[config.mk]
export PLATFORM = sky130hd
export DESIGN_NAME = dsdo_engine
export DESIGN_NICKNAME = d
export VERILOG_FILES = /design/src/rtl/core/dsdo_pkg.sv /design/src/rtl/core/dsdo_engine.sv
export SDC_FILE = /design/constraint.sdc
export NUM_CORES = 1
export LEC_CHECK = 0
export ABC_AREA = 1
export BUFFER_PORTS_ARGS = -buffer_cell sky130_fd_sc_hd__buf_4
export CAP_MARGIN = 30
export CORE_AREA = 2 2 229 231
export CTS_CLUSTER_DIAMETER = 40
export DETAILED_ROUTE_END_ITERATION = 8
export DIE_AREA = 0 0 231 233
export PLACE_DENSITY = 0.66
export SLEW_MARGIN = 10
export SYNTH_ARGS = -nofsm -noshare
export SYNTH_HDL_FRONTEND = slang
export SYNTH_SLANG_ARGS = --single-unit
[constraint.sdc]
create_clock -name clk -period 15.4 [get_ports clk]
set_clock_uncertainty 0.2 [all_clocks]
set_input_delay 3.08 -clock clk [delete_from_list [all_inputs] [get_ports clk]]
set_output_delay 3.08 -clock clk [all_outputs]
set_load 0.02 [all_outputs]
[src/rtl/core/dsdo_pkg.sv]
package dsdo_pkg;

  localparam int DEF_STORE_DEPTH  = 256;
  localparam int DEF_RECORD_WIDTH = 64;

  localparam int CAP_W      = 9;
  localparam int GCAP_W     = 10;
  localparam int CNT_W      = 32;
  localparam int IDX_W      = 3;
  localparam int CFG_DATA_W = 10;

  // Output count fields, fixed by the result layout
  localparam int TOTAL_OUT_W = 10;
  localparam int FILL_OUT_W  = 9;

  localparam logic                PRIMARY_AVAILABLE_RST = 1'b1;
  localparam logic [CAP_W-1:0]    PRIMARY_CAPACITY_RST  = 9'd256;
  localparam logic [CAP_W-1:0]    FALLBACK_CAPACITY_RST = 9'd256;
  localparam logic [GCAP_W-1:0]   GLOBAL_CAPACITY_RST   = 10'd256;

  // Threshold ceil(0.8 x cap) = (4 x cap + 4) / 5, by reciprocal multiply
  localparam int THR_PROD_W  = 24;
  localparam int DIV5_RECIP  = 3277;
  localparam int DIV5_SHIFT  = 14;

  typedef enum logic [IDX_W-1:0] {
    REG_PRIMARY_AVAILABLE = 3'd0,
    REG_PRIMARY_CAPACITY  = 3'd1,
    REG_FALLBACK_CAPACITY = 3'd2,
    REG_GLOBAL_CAPACITY   = 3'd3
  } cfg_index_t;

  typedef struct packed {
    logic               primary_available;
    logic [CAP_W-1:0]   primary_capacity;
    logic [CAP_W-1:0]   fallback_capacity;
    logic [GCAP_W-1:0]  global_capacity;
  } cfg_t;

  typedef struct packed {
    logic                   pop_valid;
    logic                   push_no_eviction;
    logic                   warning_event;
    logic [TOTAL_OUT_W-1:0] total_count;
    logic [FILL_OUT_W-1:0]  primary_count;
    logic [FILL_OUT_W-1:0]  fallback_count;
    logic [CNT_W-1:0]       eviction_total;
    logic [CNT_W-1:0]       io_error_total;
    logic [CNT_W-1:0]       warning_total;
  } res_t;

  function automatic logic [CAP_W-1:0] warn_threshold(input logic [CAP_W-1:0] cap);
    logic [THR_PROD_W-1:0] prod;
    prod = (THR_PROD_W'(cap) * THR_PROD_W'(4) + THR_PROD_W'(4)) * THR_PROD_W'(DIV5_RECIP);
    return CAP_W'(prod >> DIV5_SHIFT);
  endfunction

endpackage

[src/rtl/core/dsdo_engine.sv]
module dsdo_engine #(
  parameter int STORE_DEPTH  = dsdo_pkg::DEF_STORE_DEPTH,
  parameter int RECORD_WIDTH = dsdo_pkg::DEF_RECORD_WIDTH
) (
  input  logic                           clk,
  input  logic                           rst,
  input  dsdo_pkg::cfg_t                 cfg,
  input  logic                           in_valid,
  output logic                           in_ready,
  input  logic                           in_op,
  input  logic [RECORD_WIDTH-1:0]        in_rec,
  input  logic                           out_free,
  output logic                           res_load,
  output dsdo_pkg::res_t                 res,
  output logic [RECORD_WIDTH-1:0]        res_data,
  output logic                           p_wr_en,
  output logic [$clog2(STORE_DEPTH)-1:0] p_wr_addr,
  output logic [RECORD_WIDTH-1:0]        p_wr_data,
  output logic                           p_rd_en,
  output logic [$clog2(STORE_DEPTH)-1:0] p_rd_addr,
  input  logic [RECORD_WIDTH-1:0]        p_rd_data,
  output logic                           f_wr_en,
  output logic [$clog2(STORE_DEPTH)-1:0] f_wr_addr,
  output logic [RECORD_WIDTH-1:0]        f_wr_data,
  output logic                           f_rd_en,
  output logic [$clog2(STORE_DEPTH)-1:0] f_rd_addr,
  input  logic [RECORD_WIDTH-1:0]        f_rd_data
);

  import dsdo_pkg::*;

  localparam int AW = $clog2(STORE_DEPTH);
  localparam int FW = $clog2(STORE_DEPTH + 1);
  localparam int TW = FW + 1;
  localparam int XW = (TW > GCAP_W) ? TW + 1 : GCAP_W + 1;
  localparam logic [XW-1:0] DEPTH_X = XW'(STORE_DEPTH);

  typedef enum logic [4:0] {
    ST_IDLE  = 5'b00001,
    ST_EVICT = 5'b00010,
    ST_PUT   = 5'b00100,
    ST_TAKE  = 5'b01000,
    ST_RESP  = 5'b10000
  } state_t;

  state_t            state, state_next;
  logic [RECORD_WIDTH-1:0] rec;
  logic [AW-1:0]     p_head, p_head_next, f_head, f_head_next;
  logic [FW-1:0]     p_fill, p_fill_next, f_fill, f_fill_next;
  logic              above, above_next;
  logic [CNT_W-1:0]  evict_cnt, evict_cnt_next, io_cnt, io_cnt_next, warn_cnt, warn_cnt_next;
  logic              pop_valid, pop_valid_next, no_evict, no_evict_next;
  logic              warned, warned_next, from_fb, from_fb_next;

  logic [XW-1:0]     pcap_x, fcap_x, gcap_x, thr_x;
  logic [XW-1:0]     p_fill_x, f_fill_x, total_x;
  logic [XW-1:0]     n_ev, np_ev, nf_ev, f_left;
  logic              put_primary, drop;
  logic [AW-1:0]     head_sel, head_a;
  logic [XW-1:0]     fill_sel, cap_sel, fill_a;
  logic [AW-1:0]     put_addr;
  logic              fb_now;

  // Reduce a sum below twice the depth to a ring index
  function automatic logic [AW-1:0] wrap(input logic [XW-1:0] s);
    if (s >= DEPTH_X) begin
      return AW'(s - DEPTH_X);
    end
    return AW'(s);
  endfunction

  function automatic logic [XW-1:0] eff_cap(input logic [CAP_W-1:0] c);
    if (c == '0) begin
      return XW'(1);
    end
    if (XW'(c) > DEPTH_X) begin
      return DEPTH_X;
    end
    return XW'(c);
  endfunction

  assign pcap_x   = eff_cap(cfg.primary_capacity);
  assign fcap_x   = eff_cap(cfg.fallback_capacity);
  assign gcap_x   = (cfg.global_capacity == '0) ? XW'(1) : XW'(cfg.global_capacity);
  assign thr_x    = XW'(warn_threshold(CAP_W'(fcap_x)));
  assign p_fill_x = XW'(p_fill);
  assign f_fill_x = XW'(f_fill);
  assign total_x  = p_fill_x + f_fill_x;

  // Eviction run in closed form: primary first, the rest from fallback
  assign n_ev   = total_x - gcap_x + XW'(1);
  assign np_ev  = (n_ev > p_fill_x) ? p_fill_x : n_ev;
  assign nf_ev  = n_ev - np_ev;
  assign f_left = f_fill_x - nf_ev;

  // Append: drop the target store's oldest once when it is full
  assign put_primary = cfg.primary_available;
  assign head_sel    = put_primary ? p_head : f_head;
  assign fill_sel    = put_primary ? p_fill_x : f_fill_x;
  assign cap_sel     = put_primary ? pcap_x : fcap_x;
  assign drop        = fill_sel >= cap_sel;
  assign head_a      = drop ? wrap(XW'(head_sel) + XW'(1)) : head_sel;
  assign fill_a      = drop ? fill_sel - XW'(1) : fill_sel;
  assign put_addr    = wrap(XW'(head_a) + fill_a);
  assign fb_now      = (fill_a + XW'(1)) >= thr_x;

  assign p_wr_addr = put_addr;
  assign f_wr_addr = put_addr;
  assign p_wr_data = rec;
  assign f_wr_data = rec;
  assign p_rd_addr = p_head;
  assign f_rd_addr = f_head;

  always_comb begin
    state_next     = state;
    p_head_next    = p_head;
    f_head_next    = f_head;
    p_fill_next    = p_fill;
    f_fill_next    = f_fill;
    above_next     = above;
    evict_cnt_next = evict_cnt;
    io_cnt_next    = io_cnt;
    warn_cnt_next  = warn_cnt;
    pop_valid_next = pop_valid;
    no_evict_next  = no_evict;
    warned_next    = warned;
    from_fb_next   = from_fb;
    in_ready       = 1'b0;
    res_load       = 1'b0;
    p_wr_en        = 1'b0;
    f_wr_en        = 1'b0;
    p_rd_en        = 1'b0;
    f_rd_en        = 1'b0;

    case (state)
      ST_IDLE: begin
        in_ready = 1'b1;
        if (in_valid) begin
          pop_valid_next = 1'b0;
          no_evict_next  = 1'b0;
          warned_next    = 1'b0;
          from_fb_next   = 1'b0;
          state_next     = in_op ? ST_TAKE : ST_EVICT;
        end
      end
      ST_EVICT: begin
        if (total_x >= gcap_x) begin
          p_fill_next    = FW'(p_fill_x - np_ev);
          p_head_next    = wrap(XW'(p_head) + np_ev);
          f_fill_next    = FW'(f_left);
          f_head_next    = wrap(XW'(f_head) + nf_ev);
          evict_cnt_next = evict_cnt + CNT_W'(n_ev);
          no_evict_next  = 1'b0;
          if (nf_ev != '0) begin
            // Only the first fallback removal of a run can cross upward
            if (!above && ((f_fill_x - XW'(1)) >= thr_x)) begin
              warn_cnt_next = warn_cnt + CNT_W'(1);
              warned_next   = 1'b1;
            end
            above_next = f_left >= thr_x;
          end
        end else begin
          no_evict_next = 1'b1;
        end
        state_next = ST_PUT;
      end
      ST_PUT: begin
        if (put_primary) begin
          p_wr_en     = 1'b1;
          p_head_next = head_a;
          p_fill_next = FW'(fill_a + XW'(1));
        end else begin
          f_wr_en     = 1'b1;
          f_head_next = head_a;
          f_fill_next = FW'(fill_a + XW'(1));
          io_cnt_next = io_cnt + CNT_W'(1);
          if (fb_now && !above) begin
            warn_cnt_next = warn_cnt + CNT_W'(1);
            warned_next   = 1'b1;
          end
          above_next = fb_now;
        end
        state_next = ST_RESP;
      end
      ST_TAKE: begin
        if (p_fill != '0) begin
          p_rd_en        = 1'b1;
          p_head_next    = wrap(XW'(p_head) + XW'(1));
          p_fill_next    = p_fill - FW'(1);
          pop_valid_next = 1'b1;
        end else if (f_fill != '0) begin
          f_rd_en        = 1'b1;
          f_head_next    = wrap(XW'(f_head) + XW'(1));
          f_fill_next    = f_fill - FW'(1);
          if (!above && ((f_fill_x - XW'(1)) >= thr_x)) begin
            warn_cnt_next = warn_cnt + CNT_W'(1);
            warned_next   = 1'b1;
          end
          above_next     = (f_fill_x - XW'(1)) >= thr_x;
          pop_valid_next = 1'b1;
          from_fb_next   = 1'b1;
        end
        state_next = ST_RESP;
      end
      ST_RESP: begin
        if (out_free) begin
          res_load   = 1'b1;
          state_next = ST_IDLE;
        end
      end
      default: begin
        state_next = ST_IDLE;
      end
    endcase
  end

  always_comb begin
    res.pop_valid        = pop_valid;
    res.push_no_eviction = no_evict;
    res.warning_event    = warned;
    res.total_count      = TOTAL_OUT_W'(total_x);
    res.primary_count    = FILL_OUT_W'(p_fill_x);
    res.fallback_count   = FILL_OUT_W'(f_fill_x);
    res.eviction_total   = evict_cnt;
    res.io_error_total   = io_cnt;
    res.warning_total    = warn_cnt;
    if (!pop_valid) begin
      res_data = '0;
    end else if (from_fb) begin
      res_data = f_rd_data;
    end else begin
      res_data = p_rd_data;
    end
  end

  always_ff @(posedge clk) begin
    if (rst) begin
      state     <= ST_IDLE;
      p_head    <= '0;
      f_head    <= '0;
      p_fill    <= '0;
      f_fill    <= '0;
      above     <= 1'b0;
      evict_cnt <= '0;
      io_cnt    <= '0;
      warn_cnt  <= '0;
      pop_valid <= 1'b0;
      no_evict  <= 1'b0;
      warned    <= 1'b0;
      from_fb   <= 1'b0;
    end else begin
      state     <= state_next;
      p_head    <= p_head_next;
      f_head    <= f_head_next;
      p_fill    <= p_fill_next;
      f_fill    <= f_fill_next;
      above     <= above_next;
      evict_cnt <= evict_cnt_next;
      io_cnt    <= io_cnt_next;
      warn_cnt  <= warn_cnt_next;
      pop_valid <= pop_valid_next;
      no_evict  <= no_evict_next;
      warned    <= warned_next;
      from_fb   <= from_fb_next;
    end
  end

  always_ff @(posedge clk) begin
    if (in_valid && in_ready) begin
      rec <= in_rec;
    end
  end

endmodule

==> key figures, run 1 <==
Timing
  • Post-route clock period utilization: 0.713
  • Fin Hold WS: 0.281 ns
  • Final min period: 10.99 ns
  • Worst slew margin: 0.343
  • Final Hold Vio Count: 0
  • # setup viols final: 0
  • Slew at the pin with the worst max-slew slack: 0.986 ns
  • RSZ-0062 raised after global routing: false
  • Sum of negative setup slack: 0 ns
  • Max-slew violation count: 0
  • Fmax: 91.0 MHz

Setup path
  • Crit path kind: in -> out
  • Startpoint Class: input pin
  • CP cell instances: buf_4 > inv_2 > nor2_1 > a22oi_1 > ha_1 > nand2_1 > nor2_1 > nand3_2 > nand4_4 > inv_1 > nor2_1 > xor2_1 > ha_1 > a21oi_1 > nand2_1 > a21oi_1 > o21bai_1 > nand2_1 > nand2_1 > a21oi_1 > xor2_1 > xnor2_1 > buf_4
  • Critical Path Max Stage Delay: 0.42 ns
  • CP Buf/Inv Count: 4
  • CP most frequent cell: nand2_1
  • Crit path required time: 12.12 ns
  • Crit-path slowest cell: buf_4
  • Worst reg2reg path depth: 42
  • Crit path max-delay family: simple AND/OR/NAND/NOR gates
  • Crit path max fanout: 40
  • CP Data Arrival Time: 7.71 ns
  • Worst setup EP type: output pin
  • Worst path depth: 23

Synth
  • Ys Warns: 0
  • Synthesized area: 18900 sq um
  • Dominant synthesized flop cell: dfxtp_1
  • Top cell type's share of synthesized area: 0.149
  • Flops & latches, synth: 204
  • Seq/Total Area, Yosys: 0.250
  • Async SR Flop Fraction: 0
  • Post-synth top area cell: dfxtp_1
  • Mapped Avg Cell Area: 7.29 sq um
  • Cells after Synth: 2588
  • Most common cell in the netlist: nand2_1
  • EDFF count, synth: 64
  • Post-synth cell types: 60
  • Largest cells by area after synthesis: dfxtp_1 (15%), ha_1 (14%), edfxtp_1 (10%)
  • Synth top cells by count: nand2_1 (412), inv_1 (344), nor2_1 (339)

Cells and area
  • P&R area growth vs syn: 31.0%
  • Share of cells above drive strength 1: 0.258
  • Total Nets Final: 3562
  • Final core occ: 0.484

Global route
  • Pin count of the biggest net entering global routing: 68
  • Vias in the first global route: 17900
  • First-pass GRT wire length: 111000 microns
  • GRT Overall Usage: 0.270
  • GRT overflow: 0
  • Initial antenna violation count: 1

Outcome
  • Status: complete, no violations

Floorplan
  • Core Region: 51100 sq um
  • Site Rows: 83
  • Die Span Y: 233 microns
  • Die area: 53800 sq um
  • Width of the die: 231 microns
  • I/O pin cnt: 583
  • Initial core utilization: 0.369

Drt
  • Average wire per standard cell: 19.8 microns
  • Drt first pass iters: 6
  • DR vias/cell: 5.05
  • Post-route ant nets: 0
  • Total Wirelength: 75200 microns
  • Via count: 19200
  • DRC: 0
  • 1st-iter DRT viols: 1463

Clocking
  • Clk_lat worst skew: 0.56 ns
  • CTS root buffer: clkbuf_16
  • Hold-fix buffers at CTS: 0
  • Setup bufs post-CTS: 0
  • Clock tree buffer depth: 3
  • Max H-tree Level: 2
  • CTS tree: done
  • CTS resizes: 0
  • CTS Sinks: 204
  • Number of CTS-inserted buffers: 39
  • CTS clock-pin slew for the worst setup and hold paths: 0.05 ns

Placed design
  • Post-DP HPWL: 61900 microns
  • Port bufs: 582
  • RePlAce Congestion: 0.986

Run
  • Max Cap Viol: 0

Hold path
  • Hold path cells: 2
  • Worst min path class: reg -> reg

Power and ir drop
  • Max IR drop VDD: 0.0866 mV
  • PD cells: 118 nW/um^2
  • Pleak: 12.1 nW
==> kinds of logic (layout without fill, tap and decap cells) <==
family | count (synthesis) | count (layout) | synth area share
DFF | 204 | 204 | 0.250
other | 2 | 7 | 0.000398
xor gates and xnor gates | 127 | 127 | 0.0589
buffers and inverters | 506 | 1028 | 0.121
and+or+nand+nor | 1081 | 1081 | 0.256
adders and majority gates | 252 | 252 | 0.183
AOI/OAI and AO/OA | 416 | 416 | 0.130
==> placed cells by master, fill, tap and decap left out, types with 11 or more instances in the layout <==
cell | synthesis | routed
buf_4 | 80 | 594
o21ai_0 | 158 | 158
nor4_1 | 18 | 18
xnor2_1 | 39 | 39
dfxtp_1 | 140 | 138
ha_1 | 211 | 211
inv_1 | 344 | 343
a21oi_1 | 130 | 130
nand4_1 | 52 | 52
xor2_1 | 88 | 88
clkbuf_16 | 0 | 40
nand2_2 | 45 | 45
a31oi_1 | 16 | 16
a211oi_1 | 13 | 13
nor3_1 | 50 | 50
nor2_1 | 339 | 339
o21bai_1 | 12 | 12
fa_1 | 41 | 41
nand3_1 | 116 | 116
o211ai_1 | 11 | 11
a21oi_2 | 32 | 32
inv_2 | 17 | 18
edfxtp_1 | 64 | 64
nand2_1 | 412 | 412
or2_2 | 12 | 12
==> stage by stage <==
step / instances / setup WS (ns) / total power (W) / instance area [sq um]
global placement: 3723 / 4.42 / 0.00195 / 23300
finish: 3795 / 4.41 / 0.00291 / 24700
detailed placement: 3723 / 4.26 / 0.00196 / 23300
floorplan: 2592 / 5.24 / 0.00155 / 18900
CTS: 3794 / 4.45 / 0.00291 / 24700
global route: 3795 / 4.05 / 0.00311 / 24700
==> flip-flops by register name (all words and copies together) (netlist names) <==
name,cells
f_fill,9
from_fb,1
io_cnt,32
state,5
above,1
p_fill,9
f_rd_addr,8
pop_valid,1
p_rd_addr,8
warn_cnt,32
evict_cnt,32
warned,1
f_wr_data,64
no_evict,1
==> power breakdown <==
group	internal, W	switching [W]	total, W
sequential	0.000583	0.0000271	0.000610
combinational	0.000511	0.000842	0.00135
clock	0.000629	0.000314	0.000942
==> cell type report <==
type / instances / area [sq um]
Fill cell: 5132 / 26400
Multi-Input combinational cell: 1882 / 11900
Sequential cell: 204 / 4730
Timing Repair Buffer: 594 / 4460
Inverter: 363 / 1360
Clock buffer: 53 / 1120
Tap cell: 680 / 851
Clock inverter: 18 / 305
Antenna cell: 1 / 2.50
==> final timing paths <==
kind	startpoint	endpoint	slack [ns]
setup / recovery	cfg[28]	p_wr_addr[7]	4.41
hold / removal	warned	warned	0.28
setup reg to reg	f_fill[1]	above	5.89
hold reg to reg	warned	warned	0.28
==> worst register-to-register path, delay by kind of cell (launching register included) <==
family / cells / cell delay, ns
xor gates and xnor gates: 3 / 0.68
buffers and inverters: 4 / 0.48
DFF: 1 / 0.54
AOI/OAI and AO/OA: 16 / 3.60
and+or+nand+nor: 12 / 1.42
adders and majority gates: 7 / 2.48
==> routing by layer <==
layer	vias to the layer above	GRT usage	part of all wire
li1	9457	-	-
met1	8844	0.352	0.43
met2	743	0.433	0.45
met3	115	0.0676	0.087
met4	0	0.0962	0.034
met5	-	0	0
(Power assumes the default switching activity.)
==> run 2: changes to the inputs <==
--- a/config.mk
+++ b/config.mk
@@ -8,11 +8,11 @@
 export ABC_AREA = 1
 export BUFFER_PORTS_ARGS = -buffer_cell sky130_fd_sc_hd__buf_4
 export CAP_MARGIN = 30
-export CORE_AREA = 2 2 229 231
+export CORE_AREA = 2 2 227 229
 export CTS_CLUSTER_DIAMETER = 40
 export DETAILED_ROUTE_END_ITERATION = 8
-export DIE_AREA = 0 0 231 233
-export PLACE_DENSITY = 0.66
+export DIE_AREA = 0 0 229 231
+export PLACE_DENSITY = 0.69
 export SLEW_MARGIN = 10
 export SYNTH_ARGS = -nofsm -noshare
 export SYNTH_HDL_FRONTEND = slang
==> constraint.sdc (replaced) <==
create_clock -name clk -period 9.8 [get_ports clk]
set_clock_uncertainty 0.2 [all_clocks]
set_input_delay 1.96 -clock clk [delete_from_list [all_inputs] [get_ports clk]]
set_output_delay 1.96 -clock clk [all_outputs]
set_load 0.02 [all_outputs]
==> run 2 against run 1 <==
Power is 49% higher. Clock-buffer cell count is 10 lower. Sequential share of layout area is 0.077 points higher. Sequential cell count stayed put. Final cell count is 0.32% higher. Utilization is 0.20 points higher. Cell area is 0.40% lower. Sequential power is 56% higher. Setup slack worse by 3.8 ns. Largest power group unchanged.
==> key figures, run 2 (synthesis gave the netlist of run 1 again) <==
Setup path
  • Reg-to-reg startpoint: f_fill[0]
  • Worst setup EP type: register
  • Reg2Reg Setup Slack: 0.68 ns
  • Critical Path Max Stage Delay: 0.54 ns
  • Worst reg2reg endpoint: above
  • Critical Path Start: cfg[12]
  • Crit-path slowest cell: fa_1
  • Startpoint Class: input pin
  • Crit path required time: 10.00 ns
  • CP Data Arrival Time: 9.43 ns
  • Worst reg2reg path depth: 42
  • Crit path max fanout: 37
  • Crit path kind: in -> reg

Placed design
  • Placement Cell Area: 23400 sq um
  • Post-DP HPWL: 61600 microns
  • Port bufs: 582
  • Cell count after placement: 3741
  • RePlAce Congestion: 1.01
  • Setup WS pre-CTS: 0.0102 ns

Drt
  • Drt first pass iters: 6
  • Total Wirelength: 75000 microns
  • Via count: 19300
  • Average wire per standard cell: 19.7 microns
  • 1st-iter DRT viols: 1330
  • Post-route ant nets: 0
  • DRC: 0
  • DR vias/cell: 5.07

Cells and area
  • Post-route cell area: 24600 sq um
  • Total Nets Final: 3578
  • Most common cell after layout, fill and taps aside: buf_4
  • P&R area growth vs syn: 30.4%
  • Share of cells above drive strength 1: 0.261
  • Non-Filler Instances: 3807
  • Commonest non-fill, non-tap cells in the layout: buf_4 (613), nand2_1 (411), inv_1 (343)
  • Largest register FFs: 64

Power and ir drop
  • PD cells: 176 nW/um^2
  • Clock share of power: 0.285
  • Internal power: 0.00250 W
  • Sequential Power Share: 0.219
  • Max IR drop VDD: 0.0914 mV
  • Pleak: 12.1 nW
  • Switching share of total power: 0.422
  • Logic pwr share: 0.496
  • Net switching power: 0.00183 W

Timing
  • # setup viols final: 0
  • Post-route clock period utilization: 0.942
  • Final Hold Vio Count: 0
  • Max-slew violation count: 0
  • Final min period: 9.23 ns
  • Slew at the pin with the worst max-slew slack: 0.928 ns
  • Fmax: 108 MHz
  • Worst slew margin: 0.375
  • RSZ-0062 raised after global routing: false
  • Sum of negative setup slack: 0 ns
  • Worst setup slack after layout: 0.570 ns
  • Fin Hold WS: 0.280 ns

Hold path
  • Worst min path class: reg -> reg
  • Hold path cells: 2
  • Hold EP: warned
  • Hold path start: warned

Global route
  • First-pass GRT wire length: 110000 microns
  • GRT Overall Usage: 0.271
  • GRT overflow: 0
  • Pin count of the biggest net entering global routing: 66
  • Vias in the first global route: 17900
  • Initial antenna violation count: 2

Clocking
  • Max H-tree Level: 2
  • Number of CTS-inserted buffers: 35
  • Clk_lat worst skew: 0.54 ns
  • CTS Sinks: 204
  • CTS root buffer: clkbuf_16
  • Hold-fix buffers at CTS: 0
  • CTS clock-pin slew for the worst setup and hold paths: 0.06 ns
  • CTS tree: done
  • Clock tree buffer depth: 3

Floorplan
  • Core Region: 50700 sq um
  • Die area: 52900 sq um
  • Width of the die: 229 microns
  • Initial core utilization: 0.372
  • Site Rows: 83
  • I/O pin cnt: 583
  • Die Span Y: 231 microns

Run
  • Max Cap Viol: 0

Outcome
  • Status: complete, no violations
==> run 2: changes by cell type in the layout (fill, tap and decap cells not counted), moves of 2 or more <==
cell       change
buf_4         +19
bufinv_16      -4
clkbuf_16      -5
clkbuf_8       -4
clkinv_2       +2
==> run 2: final cells by class <==
| cell class | count | area (sq um) |
|---|---|---|
| Tap cell | 680 | 851 |
| Antenna cell | 2 | 5.00 |
| Multi-Input combinational cell | 1883 | 11900 |
| Fill cell | 5074 | 26100 |
| Timing Repair Buffer | 613 | 4600 |
| Inverter | 363 | 1360 |
| Clock buffer | 43 | 936 |
| Sequential cell | 204 | 4730 |
| Clock inverter | 19 | 224 |
==> run 2: metal layers <==
metal  GRT usage  share of wire  vias up
met2       0.452           0.47      823
met4      0.0724          0.022        0
met5           0              0        -
met1       0.352           0.42     8903
li1            -              -     9474
met3      0.0611          0.088      102
==> run 2: worst max-delay path by stage <==
stage	endpoint	slack (ns)
5_1_grt	warn_cnt[18]	0.001
6_report	warn_cnt[11]	0.57
3_5_place_dp	warn_cnt[15]	0.01
2_1_floorplan	warn_cnt[23]	0.76
3_3_place_gp	warn_cnt[30]	0.16
4_1_cts	warn_cnt[15]	0.59
==> run 2: timing repair <==
item / 4_1_cts / 5_1_grt
setup buffers: 0 / 1
endpoints found under the setup margin: 0 / 2
gates resized for setup: 0 / 3
==> run 2: critical path: cells and delay by family <==
kind                       cells  cell delay (ns)
adders and majority gates      7             2.98
and+or+nand+nor               15             2.55
AOI/OAI and AO/OA              7             1.13
buffers and inverters          5             0.45
xor gates and xnor gates       2             0.35
==> run 2: through the flow <==
| step | power, W | utilization |
|---|---|---|
| floorplan | 0.00244 | - |
| global placement | 0.00306 | 0.462 |
| detailed placement | 0.00309 | 0.462 |
| CTS | 0.00434 | 0.485 |
| global route | 0.00466 | 0.486 |
| finish | 0.00433 | 0.486 |
==> run 2: power groups by stage <==
stage / clock network (W) / logic [W] / registers (W)
after floorplan: 0 / 0.00145 / 0.000991
after global placement: 0 / 0.00210 / 0.000964
after global routing: 0.00130 / 0.00242 / 0.000951
after CTS: 0.00126 / 0.00214 / 0.000948
after detailed placement: 0 / 0.00212 / 0.000965
final: 0.00123 / 0.00215 / 0.000949
==> run 3: changes to the inputs <==
--- a/config.mk
+++ b/config.mk
@@ -5,14 +5,13 @@
 export SDC_FILE = /design/constraint.sdc
 export NUM_CORES = 1
 export LEC_CHECK = 0
-export ABC_AREA = 1
 export BUFFER_PORTS_ARGS = -buffer_cell sky130_fd_sc_hd__buf_4
 export CAP_MARGIN = 30
-export CORE_AREA = 2 2 227 229
+export CORE_AREA = 2 2 229 231
 export CTS_CLUSTER_DIAMETER = 40
 export DETAILED_ROUTE_END_ITERATION = 8
-export DIE_AREA = 0 0 229 231
-export PLACE_DENSITY = 0.69
+export DIE_AREA = 0 0 231 233
+export PLACE_DENSITY = 0.66
 export SLEW_MARGIN = 10
 export SYNTH_ARGS = -nofsm -noshare
 export SYNTH_HDL_FRONTEND = slang
==> run 3 against run 2 <==
Synthesized cell count decreased by 20%. Cell area decreased by 0.28%. Critical path type unchanged. Critical path depth decreased by 1. Critical endpoint is now warn_cnt[3]. Global-route usage increased by 1.0 points.
==> key figures, run 3 <==
Power and ir drop
  • Logic pwr share: 0.433
  • PD cells: 180 nW/um^2
  • Pleak: 11.2 nW
  • Pwr Total: 0.00442 W
  • Clock share of power: 0.349
  • Sequential Power Share: 0.218
  • Max IR drop VDD: 0.120 mV
  • Switching share of total power: 0.382
  • Net switching power: 0.00169 W
  • Internal power: 0.00273 W

Global route
  • Initial antenna violation count: 7
  • GRT overflow: 0
  • Pin count of the biggest net entering global routing: 85
  • Vias in the first global route: 17000
  • First-pass GRT wire length: 112000 microns
  • GRT Overall Usage: 0.281

Timing
  • Post-route clock period utilization: 0.946
  • Final min period: 9.27 ns
  • Max-slew violation count: 0
  • # setup viols final: 0
  • Worst slew margin: 0.395
  • Worst setup slack after layout: 0.532 ns
  • Final Hold Vio Count: 0
  • Fmax: 108 MHz
  • Slew at the pin with the worst max-slew slack: 0.908 ns
  • RSZ-0062 raised after global routing: false

Synth
  • Largest cells by area after synthesis: dfxtp_1 (15%), ha_1 (15%), edfxtp_1 (11%)
  • Async SR Flop Fraction: 0
  • EDFF count, synth: 64
  • Mapped Avg Cell Area: 8.78 sq um
  • Flops & latches, synth: 204
  • Seq/Total Area, Yosys: 0.260
  • Post-synth top area cell: dfxtp_1
  • Ys Warns: 0
  • Cells after Synth: 2074
  • Top cell type's share of synthesized area: 0.154
  • Dominant synthesized flop cell: dfxtp_1
  • Most common cell in the netlist: ha_1
  • Synth top cells by count: ha_1 (211), nor2_1 (190), inv_1 (148)
  • Post-synth cell types: 98
  • Synthesized area: 18200 sq um

Setup path
  • Crit path max fanout: 40
  • Startpoint Class: input pin
  • Crit path required time: 10.07 ns
  • Critical Path Max Stage Delay: 0.54 ns
  • CP Data Arrival Time: 9.54 ns
  • Worst setup EP type: register
  • Crit-path slowest cell: fa_1
  • Crit path kind: in -> reg
  • CP most frequent cell: ha_1
  • Reg2Reg Setup Slack: 0.61 ns

Cells and area
  • Largest register FFs: 64
  • Post-route cell area: 24500 sq um
  • P&R area growth vs syn: 34.8%
  • Fillers: 4951
  • Most common cell after layout, fill and taps aside: buf_4
  • Commonest non-fill, non-tap cells in the layout: buf_4 (635), ha_1 (211), nor2_1 (188)
  • Total Nets Final: 3084
  • Share of cells above drive strength 1: 0.300

Clocking
  • CTS tree: done
  • CTS clock-pin slew for the worst setup and hold paths: 0.05 ns
  • Clk_lat worst skew: 0.57 ns
  • Hold-fix buffers at CTS: 0
  • Number of CTS-inserted buffers: 43
  • CTS Sinks: 204
  • Setup bufs post-CTS: 0
  • CTS root buffer: clkbuf_16
  • Clock tree buffer depth: 3
  • Max H-tree Level: 2

Outcome
  • Status: complete, no violations

Placed design
  • RePlAce Congestion: 1.06
  • Port bufs: 582
  • Post-DP HPWL: 65700 microns
  • Placement Cell Area: 23000 sq um
  • Setup WS pre-CTS: -0.0605 ns

Hold path
  • Worst min path class: reg -> reg

Floorplan
  • Core Region: 51100 sq um
  • Die Span Y: 233 microns
  • Initial core utilization: 0.356
  • Die area: 53800 sq um
  • I/O pin cnt: 583
  • Width of the die: 231 microns
  • Site Rows: 83

Drt
  • 1st-iter DRT viols: 1301
  • DRC: 0
  • Via count: 17900
  • DR vias/cell: 5.38
  • Average wire per standard cell: 23.8 microns
  • Total Wirelength: 79000 microns
  • Post-route ant nets: 0
  • Drt first pass iters: 6

Run
  • Max Cap Viol: 0
run 3: cell count changes after synthesis, moves of 36 or more:
cell	change
inv_1	-196
mux2i_1	+85
nand2_1	-309
nand2_2	-44
nand3_1	-64
nand4_1	-36
nor2_1	-149
nor2b_1	+89
o21ai_0	-99
xnor2_1	+39
run 3: cell families after synthesis:
group | after synthesis | synth area share
other | 2 | 0.000413
AOI/OAI and AO/OA | 397 | 0.149
xor gates and xnor gates | 140 | 0.0678
buffers and inverters | 303 | 0.0810
muxes | 100 | 0.0584
and+or+nand+nor | 676 | 0.194
adders and majority gates | 252 | 0.190
DFF | 204 | 0.260
run 3: power by group through the flow:
stage | Combinational [W] | Clock [W] | Sequential [W]
finish | 0.00191 | 0.00154 | 0.000962
global route | 0.00211 | 0.00161 | 0.000961
CTS | 0.00189 | 0.00157 | 0.000958
detailed placement | 0.00188 | 0 | 0.000974
global placement | 0.00184 | 0 | 0.000974
floorplan | 0.00125 | 0 | 0.000990
run 3: final timing paths:
kind	start	endpoint	cells past startpoint
setup / recovery	cfg[17]	warn_cnt[3]	35
hold / removal	no_evict	no_evict	2
setup reg to reg	p_fill[1]	above	40
hold reg to reg	no_evict	no_evict	2
run 3: timing repair:
item                                    CTS  global route
gates resized for setup                   0             7
endpoints found under the setup margin    0            26
hold endpoints to repair                  0             0
run 3: worst max-delay path: cells and delay by family:
family	cells	cell delay, ns
adder cells (fa/ha/maj)	8	2.63
buffers and inverters	6	0.78
AO/OA/AOI/OAI	8	1.53
AND/OR/NAND/NOR	11	2.30
XOR/XNOR	2	0.33
run 3: final cells by class:
type | count | area (sq um) | area share
sequential | 204 | 4730 | 0.193
tap | 680 | 851 | 0.0347
multi-input combinational | 1571 | 12100 | 0.491
timing repair buffer | 637 | 4810 | 0.196
antenna | 3 | 7.51 | 0.000306
clock buffer | 50 | 1150 | 0.0470
clock inverter | 29 | 372 | 0.0151
inverter | 149 | 559 | 0.0228
run 3: through the flow:
step,TNS [ns],cells,util,hold WS [ns]
4_1_cts,0,3320,0.480,0.281
3_3_place_gp,0,3240,0.450,0.267
2_1_floorplan,0,2078,-,0.248
6_report,0,3323,0.480,0.278
5_1_grt,0,3320,0.480,0.290
3_5_place_dp,-0.154,3241,0.450,0.275
run 3: metal layers:
layer	global-route usage	routed length, microns	part of all wire
met5	0	40	0.00051
met4	0.113	3350	0.042
met3	0.0756	6920	0.088
met2	0.474	37600	0.48
met1	0.339	31100	0.39
